## config.mk

```make
export PLATFORM = sky130hd
export DESIGN_NAME = bko_dot_hit
export DESIGN_NICKNAME = d
export VERILOG_FILES = /design/src/rtl/bko_pkg.sv /design/src/rtl/bko_dot_hit.sv
export SDC_FILE = /design/constraint.sdc
export NUM_CORES = 1
export LEC_CHECK = 0
export BUFFER_PORTS_ARGS = -buffer_cell sky130_fd_sc_hd__buf_2
export CORE_AREA = 2 2 82 84
export CTS_CLUSTER_SIZE = 16
export DETAILED_ROUTE_END_ITERATION = 16
export DIE_AREA = 0 0 84 86
export PLACE_DENSITY = 0.85
export SLEW_MARGIN = 20
export SYNTH_ARGS = -nofsm -noshare
export SYNTH_HDL_FRONTEND = slang
export SYNTH_SLANG_ARGS = --single-unit
```

## constraint.sdc

```tcl
create_clock -name i_clk -period 8.2 [get_ports i_clk]
set_clock_uncertainty 0.2 [all_clocks]
set_input_delay 1.23 -clock i_clk [delete_from_list [all_inputs] [get_ports i_clk]]
set_output_delay 1.23 -clock i_clk [all_outputs]
set_load 0.1 [all_outputs]
```

## src/rtl/bko_pkg.sv

```systemverilog
package bko_pkg;

    localparam int MAX_BOXES_DEF  = 8;
    localparam int COORD_BITS_DEF = 13;
    localparam int KP_PER_BOX     = 5;
    localparam int CFG_IDX_BITS   = 3;
    localparam int CFG_DATA_BITS  = 16;

    // Register indexes of the configuration port.
    localparam logic [CFG_IDX_BITS-1:0] REG_FRAME_WIDTH  = 3'd0;
    localparam logic [CFG_IDX_BITS-1:0] REG_FRAME_HEIGHT = 3'd1;
    localparam logic [CFG_IDX_BITS-1:0] REG_BOX_COLOR    = 3'd2;
    localparam logic [CFG_IDX_BITS-1:0] REG_THICKNESS    = 3'd3;
    localparam logic [CFG_IDX_BITS-1:0] REG_DOT_SIZE     = 3'd4;
    localparam logic [CFG_IDX_BITS-1:0] REG_EYE_COLOR    = 3'd5;
    localparam logic [CFG_IDX_BITS-1:0] REG_NOSE_COLOR   = 3'd6;
    localparam logic [CFG_IDX_BITS-1:0] REG_MOUTH_COLOR  = 3'd7;

    // Action codes.
    localparam logic [1:0] ACT_LOAD_RECT  = 2'd0;
    localparam logic [1:0] ACT_LOAD_POINT = 2'd1;
    localparam logic [1:0] ACT_SET_COUNT  = 2'd2;
    localparam logic [1:0] ACT_PIXEL      = 2'd3;

    // Settings that the hit units share.
    typedef struct packed {
        logic [11:0] frame_width;
        logic [11:0] frame_height;
        logic [3:0]  thickness;
        logic [3:0]  dot_size;
    } t_geom_cfg;

endpackage

```

## src/rtl/bko_dot_hit.sv

```systemverilog
// Disc test of one keypoint over three register stages: offsets, then
// magnitudes and the bounding square, then the compare against the squared
// radius.
module bko_dot_hit #(
    parameter int COORD_BITS = bko_pkg::COORD_BITS_DEF
) (
    input  logic                         i_clk,
    input  logic                         i_en,
    input  logic [3:0]                   i_dot_size,
    input  logic signed [COORD_BITS-1:0] i_kx,
    input  logic signed [COORD_BITS-1:0] i_ky,
    input  logic signed [COORD_BITS-1:0] i_px,
    input  logic signed [COORD_BITS-1:0] i_py,
    output logic                         o_hit
);
    import bko_pkg::*;

    localparam int W = COORD_BITS + 1;

    logic signed [W-1:0] n_dx, n_dy, r_dx, r_dy;
    logic                r_on;
    logic [2:0]          r_r1, r_r2;
    logic signed [W-1:0] rr;
    logic                n_box, r_box;
    logic [2:0]          n_ax, n_ay, r_ax, r_ay;
    logic [6:0]          n_sum, n_rr;
    logic                r_hit;

    assign n_dx = W'(i_px) - W'(i_kx);
    assign n_dy = W'(i_py) - W'(i_ky);

    always_ff @(posedge i_clk) begin
        if (i_en) begin
            r_dx <= n_dx;
            r_dy <= n_dy;
            r_on <= (i_kx > 0);
            r_r1 <= i_dot_size[3:1];
        end
    end

    // Inside the bounding square the offsets fit in three bits.
    assign rr    = W'(r_r1);
    assign n_box = r_on && r_dx >= -rr && r_dx <= rr && r_dy >= -rr && r_dy <= rr;
    assign n_ax  = r_dx[W-1] ? 3'(-r_dx) : 3'(r_dx);
    assign n_ay  = r_dy[W-1] ? 3'(-r_dy) : 3'(r_dy);

    always_ff @(posedge i_clk) begin
        if (i_en) begin
            r_ax  <= n_ax;
            r_ay  <= n_ay;
            r_box <= n_box;
            r_r2  <= r_r1;
        end
    end

    // Squared distance against the squared radius.
    assign n_sum = {4'd0, r_ax} * {4'd0, r_ax} + {4'd0, r_ay} * {4'd0, r_ay};
    assign n_rr  = {4'd0, r_r2} * {4'd0, r_r2};

    always_ff @(posedge i_clk) begin
        if (i_en) begin
            r_hit <= r_box && (n_sum <= n_rr);
        end
    end

    assign o_hit = r_hit;

endmodule

```

# Yosys cells after proc, flatten, opt, wreduce, memory -nomap -nowiden
# Index checks and enable logic that the tools add are counted.
[word_totals] wordCells=31 out_inout_bits=1 ff_bits=43 input_bits=58
[op_classes] muxes=2 multipliers=3 n_addsub=6 n_lt_le_gt_ge=6 reduce_logical=5
[ops] cell="greater-or-equal comparator 14 bit" count=2
[ops] cell="<= comparator 14 x 4 -> 1 bit" count=2
[ops] cell="subtractor 13 x 13 -> 14 bit" count=2
[ops] cell="multiplier 3 x 3 -> 6 bit" count=3
[ops] cell="negation 3 -> 14 bit" count=1
[ops] cell="> comparator 13 x 1 -> 1 bit (second input constant)" count=1
[ops] cell="adder 6 x 6 -> 7 bit" count=1
[ops] cell="<= comparator 7 x 6 -> 1 bit" count=1
[ops] cell="2-to-1 mux 3 bit" count=2
[ops] cell="negation 3 bit" count=2
[ops] cell="logical AND 1 bit" count=5

# Logic depth before layout (Yosys ltp)
[depth] depth_word=6 ltp_mapped=12 depth_no_buf=12

# Least setup slack after synthesis
# No wires, ideal clock.
[synth_timing] kind="reg-to-reg" from="register r_ay[1]" to="register r_hit, in the netlist o_hit, data pin" n_path_buf=0 stages_incl_launch_ff=12 t_required_ps=7818 period_less_slack_ps=3168 slack_ps=5032 arrival_ps=2786 setup_ps=182 path_cell_list="edfxtp_1 nor2b_1 ha_1 a21o_1 fa_1 ha_1 fa_1 xor2_1 ha_1 o22ai_1 a21oi_1 nor4b_1"
[synth_between] elab_chain_cells=4
[synth_rtl] element="start, declared" line_no="bko_dot_hit.sv:25" source="logic [2:0] n_ax, n_ay, r_ax, r_ay;"
[synth_rtl] element="start signal, assigned" line_no="bko_dot_hit.sv:50" source="r_ay <= n_ay;"
[synth_rtl] element="multiplier 3 x 3 -> 6 bit" line_no="bko_dot_hit.sv:57" source="assign n_sum = {4'd0, r_ax} * {4'd0, r_ax} + {4'd0, r_ay} * {4'd0, r_ay};"
[synth_rtl] element="adder 6 x 6 -> 7 bit" line_no="bko_dot_hit.sv:57"
[synth_rtl] element="<= comparator 7 x 6 -> 1 bit" line_no="bko_dot_hit.sv:62" source="r_hit <= r_box && (n_sum <= n_rr);"
[synth_rtl] element="logical AND 1 bit" line_no="bko_dot_hit.sv:62"
[synth_rtl] element="end signal, assigned" line_no="bko_dot_hit.sv:62"
[synth_rtl] element="end, declared" line_no="bko_dot_hit.sv:27" source="logic r_hit;"
# No other way between the ends.
# A chain may end at the register's enable or synchronous reset.

# Worst setup path after layout
# Same ends and word-level chain as after synthesis.

==> run_results.csv <==
group,metric,value,unit
worst_setup_path,crit_path_top_delay_cell,"edfxtp_1",
routing,drt-pass1-iter-count,5,
worst_setup_path,crit_type,"reg -> reg",
die,rows,29,
cts,cts_tree,"yes",
synth,synth_top_family_by_area,"adder cells",
die,die_h,86,um
cts,cts_sinks,43,
die,start_util,61.5,%
pwr,vdd_ir_drop_max,80.5,uV
synth,synthFlopType,"edfxtp_1",
synth,synth.area.mux_share,0.259,%
layout,final_util,68.8,%
job,drv_cap,0,
die,die_w,84,um
global_routing,grt_pass1_wl,13000,um
routing,wl_per_cell,13.9,um
worst_setup_path,startpoint_type,"flop",
die,dieArea,7220,um2
synth,yosysWarnings,0,
die,core_area,6280,um2
global_routing,grt_usage,21.9,%
synth,yosysUniqueCellTypes,51,
hold_path,hp-class,"reg -> reg",
layout,fin_nets,589,
timing,drv_slew,0,
timing,finalSetupTns,0,ns
worst_setup_path,r2r_cells,11,
worst_setup_path,cp_max_fo,4,
layout,drive_gt1_share,15.7,%
pwr,power_frac_comb,38.8,%
outcome,status,"finished clean",
timing,hold_ws,0.282,ns
synth,syn_avg_cell_area,9.93,um2
cts,cts_resized,0,
placed_design,io_buffer_count,57,
cts,cts_root_buf,"clkbuf_8",
synth,synthXorXnorAreaFrac,4.76,%
timing,relSlewSlack,41.1,%
cts,clk_path_buf_depth,2,
cts,h-tree-depth,2,
worst_setup_path,max_stage_delay,0.45,ns
cts,clkTransAtPathRegs,0.08,ns
synth,synth_area,3860,um2
routing,drtIter0Drc,97,
routing,drc,0,
timing,rsz0062_at_grt,"no",
die,io_pins,59,
pwr,switching_share,33.5,%
synth,synth_fa_ha_area_share,26.7,%
timing,setup_viol,0,
worst_setup_path,cp_common_cell,"ha_1",
worst_setup_path,arrival,3.37,ns
timing,max_freq,288,MHz
pwr,internal_power,468,uW
hold_path,min_path_cells,0,
layout,diodes,0,
pwr,powerDensity,163,nW/um2
worst_setup_path,path_cells,"nor2b_1, ha_1, a21o_1, fa_1, ha_1, fa_1, xor2_1, ha_1, o22ai_1, a21oi_1, nor4b_1",
pwr,p_leak,0.00207,uW
timing,period_minus_slack,3.47,ns
synth,synthArstFlopShare,0,%
pwr,p_switching,236,uW
global_routing,antenna_found_initial,0,
pwr,p_seq_share,43.8,%
global_routing,grt-ovfl-total,0,
placed_design,gp_congestion,0.823,
cts,cts_setup_buffers,0,
placed_design,hpwl,6020,um
synth,ys_seq_area_share,33.4,%
timing,hold_viol,0,
layout,area_delta_synth_final,11.8,%
cts,clk_latency,0.30,ns
synth,synth_cells,389,
synth,synth-simple-area-share,15.3,%
timing,period_share,42.4,%
pwr,pwr-share-clk,17.5,%
synth,synth_compound_gate_area_share,14.5,%
synth,synth_nets,527,
routing,vias,3034,
global_routing,grt_pass1_vias,3088,
synth,ys_ff_latch,43,
timing,worst_pin_slew,0.883,ns
routing,final_antenna_net_count,0,
routing,totalWireLength,7350,um
worst_setup_path,critPathRequiredTime,8.09,ns
worst_setup_path,worstSetupEndpointType,"flop",
global_routing,grt_max_degree,44,
cts,hold_buffers,0,
cts,cts_made_buffers,5,
synth,synth_edf_count,43,
routing,avgViaCountPerCell,5.75,
## worst paths after layout
| kind | from | to | slack [ns] |
|---|---|---|---|
| max reg2reg | r_ay[1] | o_hit | 4.73 |
| max | r_ay[1] | o_hit | 4.73 |
| min | r_dx[0] | r_ax[0] | 0.28 |
| min reg2reg | r_dx[0] | r_ax[0] | 0.28 |
## routing by layer
metal	vias to the layer above	track usage (%)	routed length [um]	part of all wire (%)
li1	1548	-	-	-
met4	0	9.97	231	3.1
met2	86	38.9	3630	49
met3	25	3.95	324	4.4
met1	1375	26.0	3170	43
met5	-	0	0	0
## cells by family after synthesis
group                      count (synthesis)
xor gates and xnor gates                  21
and+or+nand+nor                          104
AOI/OAI and AO/OA                         88
adders and majority gates                 80
DFF                                       43
muxes                                      1
buffers and inverters                     52
## cell type report
cell class,count,area (um2)
clock buffers,5,68.8
clock inverters,2,8.76
fillers,459,1960
inverters,49,184
multi-input cells,294,2380
flip-flops and latches,43,1290
well taps,77,96.3
repair buffers,58,293
## stage by stage
step	std cells	power, uW	setup slack (ns)	area (um2)
after floorplan	389	507	5.03	3860
after global placement	521	563	4.83	4240
after detailed placement	521	583	4.68	4240
after CTS	528	706	4.67	4320
after global routing	528	760	4.52	4320
final	528	704	4.73	4320
## Yosys cell counts, types with 7 or more instances
cell | instances | area (um2)
xnor2_1 | 17 | 149
nand2_1 | 16 | 60.1
nor2_1 | 20 | 75.1
inv_1 | 49 | 184
edfxtp_1 | 43 | 1290
o21ai_1 | 10 | 50.1
a21oi_1 | 21 | 105
o21a_1 | 10 | 75.1
nand2b_1 | 7 | 43.8
nand3_1 | 9 | 45.0
nor2b_1 | 16 | 100
o21ai_0 | 11 | 55.1
ha_1 | 76 | 951
a21o_1 | 10 | 75.1
a31oi_1 | 8 | 50.1
## cell usage in the layout, fill, tap and decap left out, types with 2 or more instances in the layout
cell type and instances:
edfxtp_1 43, o21a_1 10, nor2_1 20, nor3_1 5
xor2_1 4, o211ai_1 2, xnor2_1 17, a21oi_1 21
or3_1 3, o22ai_1 3, clkbuf_8 5, and2_1 6
o21ai_1 10, nand3b_1 2, a21o_1 10, nand4_1 3
nand2_1 16, nand2b_1 7, nor4b_1 3, nor2b_1 16
o21ai_0 11, nand3_1 9, buf_2 57, a31oi_1 8
fa_1 4, ha_1 76, inv_1 49, nor4_1 4
## sequential cells by signal, indices dropped and copies added, names as in the netlist
register and flops:
r_ay 3, r_on 1, o_hit 1, r_box 1, r_dy 14, r_dx 14, r_r2 3, r_r1 3
r_ax 3
## worst max-delay path, delay by kind of cell, from the launching register on
| kind | cells | cell delay [ns] |
|---|---|---|
| fa+ha+maj | 5 | 1.54 |
| compound gates | 3 | 0.41 |
| xor+xnor | 1 | 0.18 |
| flops | 1 | 0.45 |
| simple gates | 2 | 0.50 |
## power by group through the flow
stage	combinational, uW	clock [uW]	sequential (uW)
detailed placement	270	0	312
global route	315	134	312
CTS	274	125	308
floorplan	196	0	311
global placement	252	0	311
finish	273	123	308
Power figures use the tool's default switching activity.
