**config.mk**
```make
export PLATFORM = sky130hd
export DESIGN_NAME = bko_rect_hit
export DESIGN_NICKNAME = d
export VERILOG_FILES = /design/src/rtl/bko_pkg.sv /design/src/rtl/bko_rect_hit.sv
export SDC_FILE = /design/constraint.sdc
export NUM_CORES = 1
export LEC_CHECK = 0
export ABC_AREA = 1
export BUFFER_PORTS_ARGS = -buffer_cell sky130_fd_sc_hd__buf_2
export CAP_MARGIN = 20
export CORE_ASPECT_RATIO = 1.75
export CORE_MARGIN = 3
export CORE_UTILIZATION = 23
export CTS_BUF_LIST = sky130_fd_sc_hd__clkbuf_4
export CTS_CLUSTER_DIAMETER = 100
export DETAILED_ROUTE_END_ITERATION = 12
export PLACE_DENSITY = 0.36
export SYNTH_ARGS = -nofsm -noshare
export SYNTH_HDL_FRONTEND = slang
export SYNTH_SLANG_ARGS = --single-unit
```
**constraint.sdc**
```tcl
create_clock -name i_clk -period 5.1 [get_ports i_clk]
set_input_delay 0.51 -clock i_clk [delete_from_list [all_inputs] [get_ports i_clk]]
set_output_delay 0.51 -clock i_clk [all_outputs]
set_load 0.03 [all_outputs]
```
**src/rtl/bko_pkg.sv**
```systemverilog
package bko_pkg;

    localparam int MAX_BOXES_DEF  = 8;
    localparam int COORD_BITS_DEF = 13;
    localparam int KP_PER_BOX     = 5;
    localparam int CFG_IDX_BITS   = 3;
    localparam int CFG_DATA_BITS  = 16;

    // Register indexes of the configuration port.
    localparam logic [CFG_IDX_BITS-1:0] REG_FRAME_WIDTH  = 3'd0;
    localparam logic [CFG_IDX_BITS-1:0] REG_FRAME_HEIGHT = 3'd1;
    localparam logic [CFG_IDX_BITS-1:0] REG_BOX_COLOR    = 3'd2;
    localparam logic [CFG_IDX_BITS-1:0] REG_THICKNESS    = 3'd3;
    localparam logic [CFG_IDX_BITS-1:0] REG_DOT_SIZE     = 3'd4;
    localparam logic [CFG_IDX_BITS-1:0] REG_EYE_COLOR    = 3'd5;
    localparam logic [CFG_IDX_BITS-1:0] REG_NOSE_COLOR   = 3'd6;
    localparam logic [CFG_IDX_BITS-1:0] REG_MOUTH_COLOR  = 3'd7;

    // Action codes.
    localparam logic [1:0] ACT_LOAD_RECT  = 2'd0;
    localparam logic [1:0] ACT_LOAD_POINT = 2'd1;
    localparam logic [1:0] ACT_SET_COUNT  = 2'd2;
    localparam logic [1:0] ACT_PIXEL      = 2'd3;

    // Settings that the hit units share.
    typedef struct packed {
        logic [11:0] frame_width;
        logic [11:0] frame_height;
        logic [3:0]  thickness;
        logic [3:0]  dot_size;
    } t_geom_cfg;

endpackage

```
**src/rtl/bko_rect_hit.sv**
```systemverilog
// Outline test of one box, split over three register stages.
// Stage 1 clips the box to the frame, stage 2 forms the ring distances,
// stage 3 decides whether the pixel lies on one of the rings.
module bko_rect_hit #(
    parameter int COORD_BITS = bko_pkg::COORD_BITS_DEF
) (
    input  logic                         i_clk,
    input  logic                         i_en,
    input  bko_pkg::t_geom_cfg           i_cfg,
    input  logic signed [COORD_BITS-1:0] i_bx,
    input  logic signed [COORD_BITS-1:0] i_by,
    input  logic [11:0]                  i_bw,
    input  logic [11:0]                  i_bh,
    input  logic signed [COORD_BITS-1:0] i_px,
    input  logic signed [COORD_BITS-1:0] i_py,
    output logic                         o_hit
);
    import bko_pkg::*;

    localparam int W = COORD_BITS + 3;

    logic signed [W-1:0] n_rx, n_ry, n_rw, n_rh, n_r, n_b;
    logic signed [W-1:0] r_rx, r_ry, r_rw, r_rh, r_px1, r_py1;
    logic                n_ok, r_ok;
    logic signed [W-1:0] r_dl, r_dr, r_dt, r_db, n_dl, n_dr, n_dt, n_db;
    logic                r_ok2;
    logic [3:0]          r_th2;
    logic                n_hit, r_hit;
    logic signed [W-1:0] fw, fh, px, py;
    logic signed [W-1:0] t_top, t_bot, t_lft, t_rgt, lo_c, lo_r;

    assign fw = W'(i_cfg.frame_width);
    assign fh = W'(i_cfg.frame_height);
    assign px = W'(i_px);
    assign py = W'(i_py);

    // Clip the rectangle to the frame.
    always_comb begin
        n_rx = W'(i_bx);
        n_ry = W'(i_by);
        n_rw = W'(i_bw);
        n_rh = W'(i_bh);
        if (n_rx < 0) begin
            n_rw = n_rw + n_rx;
            n_rx = '0;
        end
        if (n_ry < 0) begin
            n_rh = n_rh + n_ry;
            n_ry = '0;
        end
        n_r = n_rx + n_rw;
        n_b = n_ry + n_rh;
        if (n_r > fw) n_rw = fw - n_rx;
        if (n_b > fh) n_rh = fh - n_ry;
        n_ok = (n_rw > 0) && (n_rh > 0);
    end

    always_ff @(posedge i_clk) begin
        if (i_en) begin
            r_rx  <= n_rx;
            r_ry  <= n_ry;
            r_rw  <= n_rw;
            r_rh  <= n_rh;
            r_ok  <= n_ok;
            r_px1 <= px;
            r_py1 <= py;
        end
    end

    // Distances of the pixel from each clipped edge, inward positive.
    always_comb begin
        n_dl = r_px1 - r_rx;
        n_dr = r_rx + r_rw - 1 - r_px1;
        n_dt = r_py1 - r_ry;
        n_db = r_ry + r_rh - 1 - r_py1;
    end

    always_ff @(posedge i_clk) begin
        if (i_en) begin
            r_dl  <= n_dl;
            r_dr  <= n_dr;
            r_dt  <= n_dt;
            r_db  <= n_db;
            r_ok2 <= r_ok;
            r_th2 <= i_cfg.thickness;
        end
    end

    // Ring t: the row at distance t from the top or bottom covers the
    // columns with both column distances at least t; a column at distance
    // t covers rows strictly inside the pair of rows of ring t.
    // Top row hit on ring t=dt needs dl>=t and dr>=t.
    // Bottom row (row = ry+rh-1-t) with t=db, needs dl,dr>=t and bot!=top,
    // i.e. dt != db.  Column hits need dt>t and db>t with t=dl or t=dr.
    always_comb begin
        t_top = r_dt;
        t_bot = r_db;
        t_lft = r_dl;
        t_rgt = r_dr;
        lo_c  = (r_dl < r_dr) ? r_dl : r_dr;
        lo_r  = (r_dt < r_db) ? r_dt : r_db;
        n_hit = 1'b0;
        if (r_ok2) begin
            if (t_top >= 0 && t_top < W'(r_th2) && lo_c >= t_top) n_hit = 1'b1;
            if (t_bot >= 0 && t_bot < W'(r_th2) && lo_c >= t_bot && t_bot != t_top)
                n_hit = 1'b1;
            if (t_lft >= 0 && t_lft < W'(r_th2) && lo_r > t_lft) n_hit = 1'b1;
            if (t_rgt >= 0 && t_rgt < W'(r_th2) && lo_r > t_rgt) n_hit = 1'b1;
        end
    end

    always_ff @(posedge i_clk) begin
        if (i_en) begin
            r_hit <= n_hit;
        end
    end

    assign o_hit = r_hit;

endmodule

```
======== Word-level counts from Yosys, hierarchy flattened ========
Index checks and enable logic that the tools add are counted.
operators by class
  $add $sub $neg .......................... 14
  magnitude comparators ................... 20
  equality and inequality tests ........... 1
  muxes and demuxes ....................... 12
  reduce and logical (&&, ||, !) cells .... 10
operator list
  kind                     count
  $mux W16                 8
  $add A16 B16 Y16         4
  $ge A16 B1 Y1 const B    4
  $lt A16 B4 Y1            4
  $sub A13 B16 Y16         4
  $ge A16 B16 Y1           2
  $gt A16 B1 Y1 const B    2
  $gt A16 B13 Y1           2
  $gt A16 B16 Y1           2
  $lt A16 B16 Y1           2
  $sub A16 B13 Y16         2
  $sub A16 B2 Y16 const B  2
  $add A13 B13 Y14         2
  $lt A13 B1 Y1 const B    2
  $ne A16 B16 Y1           1
  $logic_and A1 B1 Y1      10
  $mux W1                  4
word-level totals
  flip-flop bits (word level) ............. 161
  bits of input ports ..................... 110
  output and inout port bits .............. 1
  logic and storage cells ................. 71

======== Longest topological paths before layout ========
  word-level depth ........................ 8
  depth in mapped cells ................... 39
  depth with buffers taken out ............ 38

======== Worst setup path before layout ========
No wires, ideal clock.
  path type ............................... input to register
  start point ............................. input port i_bx[0]
  end point ............................... register r_ok, data pin
  arrival ................................. 4.338 ns
  data required time ...................... 4.847 ns
  path slack .............................. 0.510 ns
  stages on the path ...................... 35
  buffers on the path ..................... 1
  cells stage by stage .................... ha_1 -> fa_1 -> nand2_1 -> nand2_1 -> inv_1 -> o21ai_0 -> xnor2_1 -> o21ai_0 -> ha_1 -> nand2_1 -> inv_1 -> nand2_1 -> nand2_1 -> a21oi_1 -> nor2_1 -> nor2_1 -> xor2_1 -> inv_1 -> ha_1 -> inv_1 -> nor3_1 -> nand3_1 -> nand2_1 -> nand2_1 -> nand2_2 -> nand2_4 -> buf_6 -> nand2_1 -> nand2_1 -> nor2_1 -> nand2_1 -> nor2_1 -> nand2_1 -> nand2_1 -> nor2_1
between the ends
  longest elaborated chain between the ends .. 7
  elaborated cells between the ends (all ways) .. 10
  classes of those cells .................. add/sub (3); order compare (3); mux (3); reduce/logical (1)
ends and longest elaborated chain
  element                                            RTL line                                RTL
  start: declaration                                 bko_rect_hit.sv:10                      input logic signed [COORD_BITS-1:0] i_bx,
  $add A13 B13 Y14 or $lt A13 B1 Y1 (tied branches)  bko_rect_hit.sv:44, bko_rect_hit.sv:43
  $mux W16                                           bko_rect_hit.sv:43                      if (n_rx < 0) begin
  $add A16 B16 Y16                                   bko_rect_hit.sv:51                      n_r = n_rx + n_rw;
  $gt A16 B13 Y1                                     bko_rect_hit.sv:53                      if (n_r > fw) n_rw = fw - n_rx;
  $mux W16 (*)                                       bko_rect_hit.sv:53
  net n_rw[4]                                        bko_rect_hit.sv:22                      logic signed [W-1:0] n_rx, n_ry, n_rw, n_rh, n_r, n_b;
  $gt A16 B1 Y1 (*)                                  bko_rect_hit.sv:55                      n_ok = (n_rw > 0) && (n_rh > 0);
  $logic_and A1 B1 Y1 (*)                            bko_rect_hit.sv:55
  net n_ok                                           bko_rect_hit.sv:24                      logic n_ok, r_ok;
  end signal: assignment                             bko_rect_hit.sv:64                      r_ok <= n_ok;
  end: declaration                                   bko_rect_hit.sv:24
The timed path passes the listed nets; every way through them passes the cells marked *.
A chain may end at the register's enable or synchronous reset.

======== Worst setup path after layout ========
  start point ............................. input port i_by[4]
  end point ............................... register r_ok, data pin
between the ends
  longest elaborated chain between the ends .. 7
  elaborated cells between the ends (all ways) .. 10
  classes of those cells .................. add/sub (3); order compare (3); mux (3); reduce/logical (1)
ends and longest elaborated chain
  element                                            RTL line                                RTL
  start: declaration                                 bko_rect_hit.sv:11                      input logic signed [COORD_BITS-1:0] i_by,
  $add A13 B13 Y14 or $lt A13 B1 Y1 (tied branches)  bko_rect_hit.sv:48, bko_rect_hit.sv:47
  $mux W16                                           bko_rect_hit.sv:47                      if (n_ry < 0) begin
  $add A16 B16 Y16                                   bko_rect_hit.sv:52                      n_b = n_ry + n_rh;
  $gt A16 B13 Y1                                     bko_rect_hit.sv:54                      if (n_b > fh) n_rh = fh - n_ry;
  $mux W16 (*)                                       bko_rect_hit.sv:54
  $gt A16 B1 Y1 (*)                                  bko_rect_hit.sv:55
  $logic_and A1 B1 Y1 (*)                            bko_rect_hit.sv:55
  net n_ok                                           bko_rect_hit.sv:24
Marked as above.

==> metrics.yaml <==
finish:
  post-route-util_pct: 28.4
  finalNetCount: 2737
  drive_above_1_share_pct: 15.2
  area_growth_pct: 22.1
global_routing:
  grt_pass1_wl_um: 76900
  grt_use_met2_pct: 27.3
  grtUsageMet3_pct: 1.53
  grt_use_total_pct: 13.7
  overflow: 0
  antenna_found_initial: 2
  grt_max_degree: 154
  grt_pass1_vias: 14522
  grt-busiest-layer: "met2"
  grt_use_met1_pct: 14.1
floorplanning:
  die_h_um: 355
  die_area_um2: 73000
  start_util_pct: 23.3
  ios: 111
  die_x_um: 206
  fp-row-count: 127
  coreArea_um2: 68800
pwr:
  p_leak_uw: 0.00993
  vdd_drop_max_mv: 0.182
  power.total_uw: 8340
  power.density_nw_per_um2: 426
sta:
  finalWorstSetupSlack_ps: 455
  grt_setup_unrepaired: "no"
  hold_viol: 0
  min_period_over_period_pct: 91.1
  fin_crit_ps: 4640
  report.final.slew_viol_count: 0
  holdWs_ps: 247
  max_freq_mhz: 215
  setup_viol_count_final: 0
  tns_ps: 0
  tightest_slew_ps: 988
  skew_ps: 28.1
  slew_headroom_pct: 34.2
detailed_routing:
  routedWlPerCell_um: 15.0
  drc_errors: 0
  vias_per_cell: 4.27
  wirelength_um: 48700
  drt_iter0_drc: 437
  firstDrtPassIters: 7
  dr_total_vias: 13858
  drtAntennaViolNets: 0
setup_path:
  cp-end-kind: "register"
  critPathMaxStageDelay_ps: 330
  cp-start-kind: "primary input"
  criticalPathCategory: "primary input to register"
  cp.arrival_ps: 5070
  worstPathRequired_ps: 5520
  critPathSlowestCell: "ha_1"
  crit_top_cell: "nand2_1"
  critical_path.max_fanout: 5
clock_tree:
  htreeDepth: 4
  cts-root-buf: "clkbuf_4"
  cts.clk_slew.worst_paths_ps: 140
  clk_path_buf_depth: 2
  clock_latency_ps: 660
  cts_tree: "yes"
  cts_made_buffers: 17
  cts.sinks: 153
logic_synthesis:
  synthCells: 2005
  ys_warn_count: 0
  ys_types: 53
  seq_area_frac_synth_pct: 28.7
  synth_fp_nets: 2418
  synth-main-ff-cell: "edfxtp_1"
  syn-cell-area_um2: 16000
  async_flop_share_pct: 0
  syn_avg_cell_area_um2: 8.00
  synth-edff-count: 153
  synth_seq_cells: 153
status:
  status: "finished clean"
placed_design:
  pre_cts_slack_ps: -538
  gp_congestion: 0.845
  io_buffers: 106
  dpl.hpwl_um: 43000
worst_hold_path:
  hold_class: "primary input to register"
job:
  drv_cap: 0
==> area by class of cell <==
| cell class | count | area (um^2) |
|---|---|---|
| tap | 903 | 1130 |
| antenna | 2 | 5.00 |
| clock inverter | 15 | 143 |
| sequential | 153 | 4590 |
| inverter | 364 | 1370 |
| fill | 7491 | 49200 |
| clock buffer | 17 | 128 |
| multi-input combinational | 1470 | 9990 |
| timing repair buffer | 318 | 2220 |
==> flip-flops by register name, summed over array words and instances (netlist names), 4 cells and up <==
| name | count |
|---|---|
| r_th2 | 4 |
| r_db | 16 |
| r_rh | 16 |
| r_py1 | 13 |
| r_dt | 16 |
| r_rx | 12 |
| r_rw | 16 |
| r_px1 | 13 |
| r_dr | 16 |
| r_dl | 16 |
| r_ry | 12 |
==> kinds of logic (layout without fill, tap and decap cells) <==
| family | Yosys count | in the layout | share of synthesized area [%] |
|---|---|---|---|
| buffers and inverters | 382 | 714 | 9.18 |
| adders and majority gates | 303 | 303 | 25.2 |
| AOI/OAI and AO/OA | 325 | 325 | 11.6 |
| DFF | 153 | 153 | 28.7 |
| xor gates and xnor gates | 102 | 102 | 5.57 |
| other | 0 | 2 | 0 |
| and+or+nand+nor | 740 | 740 | 19.8 |
==> layer usage <==
layer / wire (um) / part of all wire (%) / up-vias
met5: 13 / 0.027 / -
met4: 1710 / 3.5 / 2
met3: 879 / 1.8 / 58
met2: 27400 / 56 / 171
met1: 18800 / 38 / 6302
li1: - / - / 7325
==> synthesized netlist by cell type (all sizes together), types with 3 or more instances <==
master   instances  area [um^2]
o31ai            3         22.5
nor4             8         50.1
clkbuf           8         30.0
nor3            15         75.1
fa              34          681
nand2          462         1760
o21bai          10         75.1
and2             4         25.0
or2              3         18.8
o211ai          10         75.1
ha             269         3370
a21o            10         75.1
a211oi           6         45.0
a31oi            7         43.8
xor2            60          526
nand3b           6         45.0
a221oi           4         35.0
edfxtp         153         4590
o2111ai          3         26.3
a21oi          148          748
nand4           25          169
inv            363         1370
buf             10         72.6
nor2           108          420
nand3          106          586
xnor2           42          368
o21a            12         90.1
a21boi           8         60.1
o21ai           99          510
==> stage by stage <==
stage | cell area [um^2] | instances
floorplan | 16000 | 2005
global placement | 19000 | 3178
detailed placement | 19000 | 3178
CTS | 19600 | 3240
global route | 19600 | 3242
finish | 19600 | 3242
==> repair_timing <==
action | 4_1_cts | 5_1_grt
endpoints found under the setup margin | 0 | 1
hold buffers | 30 | 0
hold endpoints to repair | 30 | 0
buffers inserted | 0 | 0
resized for setup | 0 | 9
==> cell usage in the layout, fill, tap and decap left out, drive strengths merged, types with 3 or more instances in the layout <==
cell,instances
a211oi,6
a21boi,8
a21o,10
a21oi,148
a221oi,4
a31oi,7
and2,4
buf,288
clkbuf,17
clkinv,8
dlygate4sd3,30
edfxtp,153
fa,34
ha,269
inv,369
nand2,462
nand3,106
nand3b,6
nand4,25
nor2,108
nor3,15
nor4,8
o2111ai,3
o211ai,10
o21a,12
o21ai,99
o21bai,10
o31ai,3
or2,3
xnor2,42
xor2,60
==> critical path: cells and delay by family <==
family | cells | cell delay, ps
fa+ha+maj | 3 | 920
buf+inv | 6 | 680
compound gates | 6 | 1170
xor+xnor | 1 | 140
simple gates | 16 | 1650
==> path summary, 6_finish.rpt <==
check               startpoint                   to  slack (ps)  depth (start not counted)
max                    i_by[4]       r_ok$_DFFE_PP_         460                         32
min reg2reg     r_ok$_DFFE_PP_      r_ok2$_DFFE_PP_         430                          0
max reg2reg  r_db[9]$_DFFE_PP_  o_hit$_SDFFCE_PN0P_         700                         19
min                    i_bx[2]    r_rx[2]$_DFFE_PP_         250                          3
==> power by group <==
group | internal [uW] | switching, uW | leakage [uW]
combinational | 2240 | 3320 | 0.00829
sequential | 1800 | 217 | 0.00149
clock | 253 | 514 | 0.000150
No activity file was read; power rests on OpenSTA's default activity.
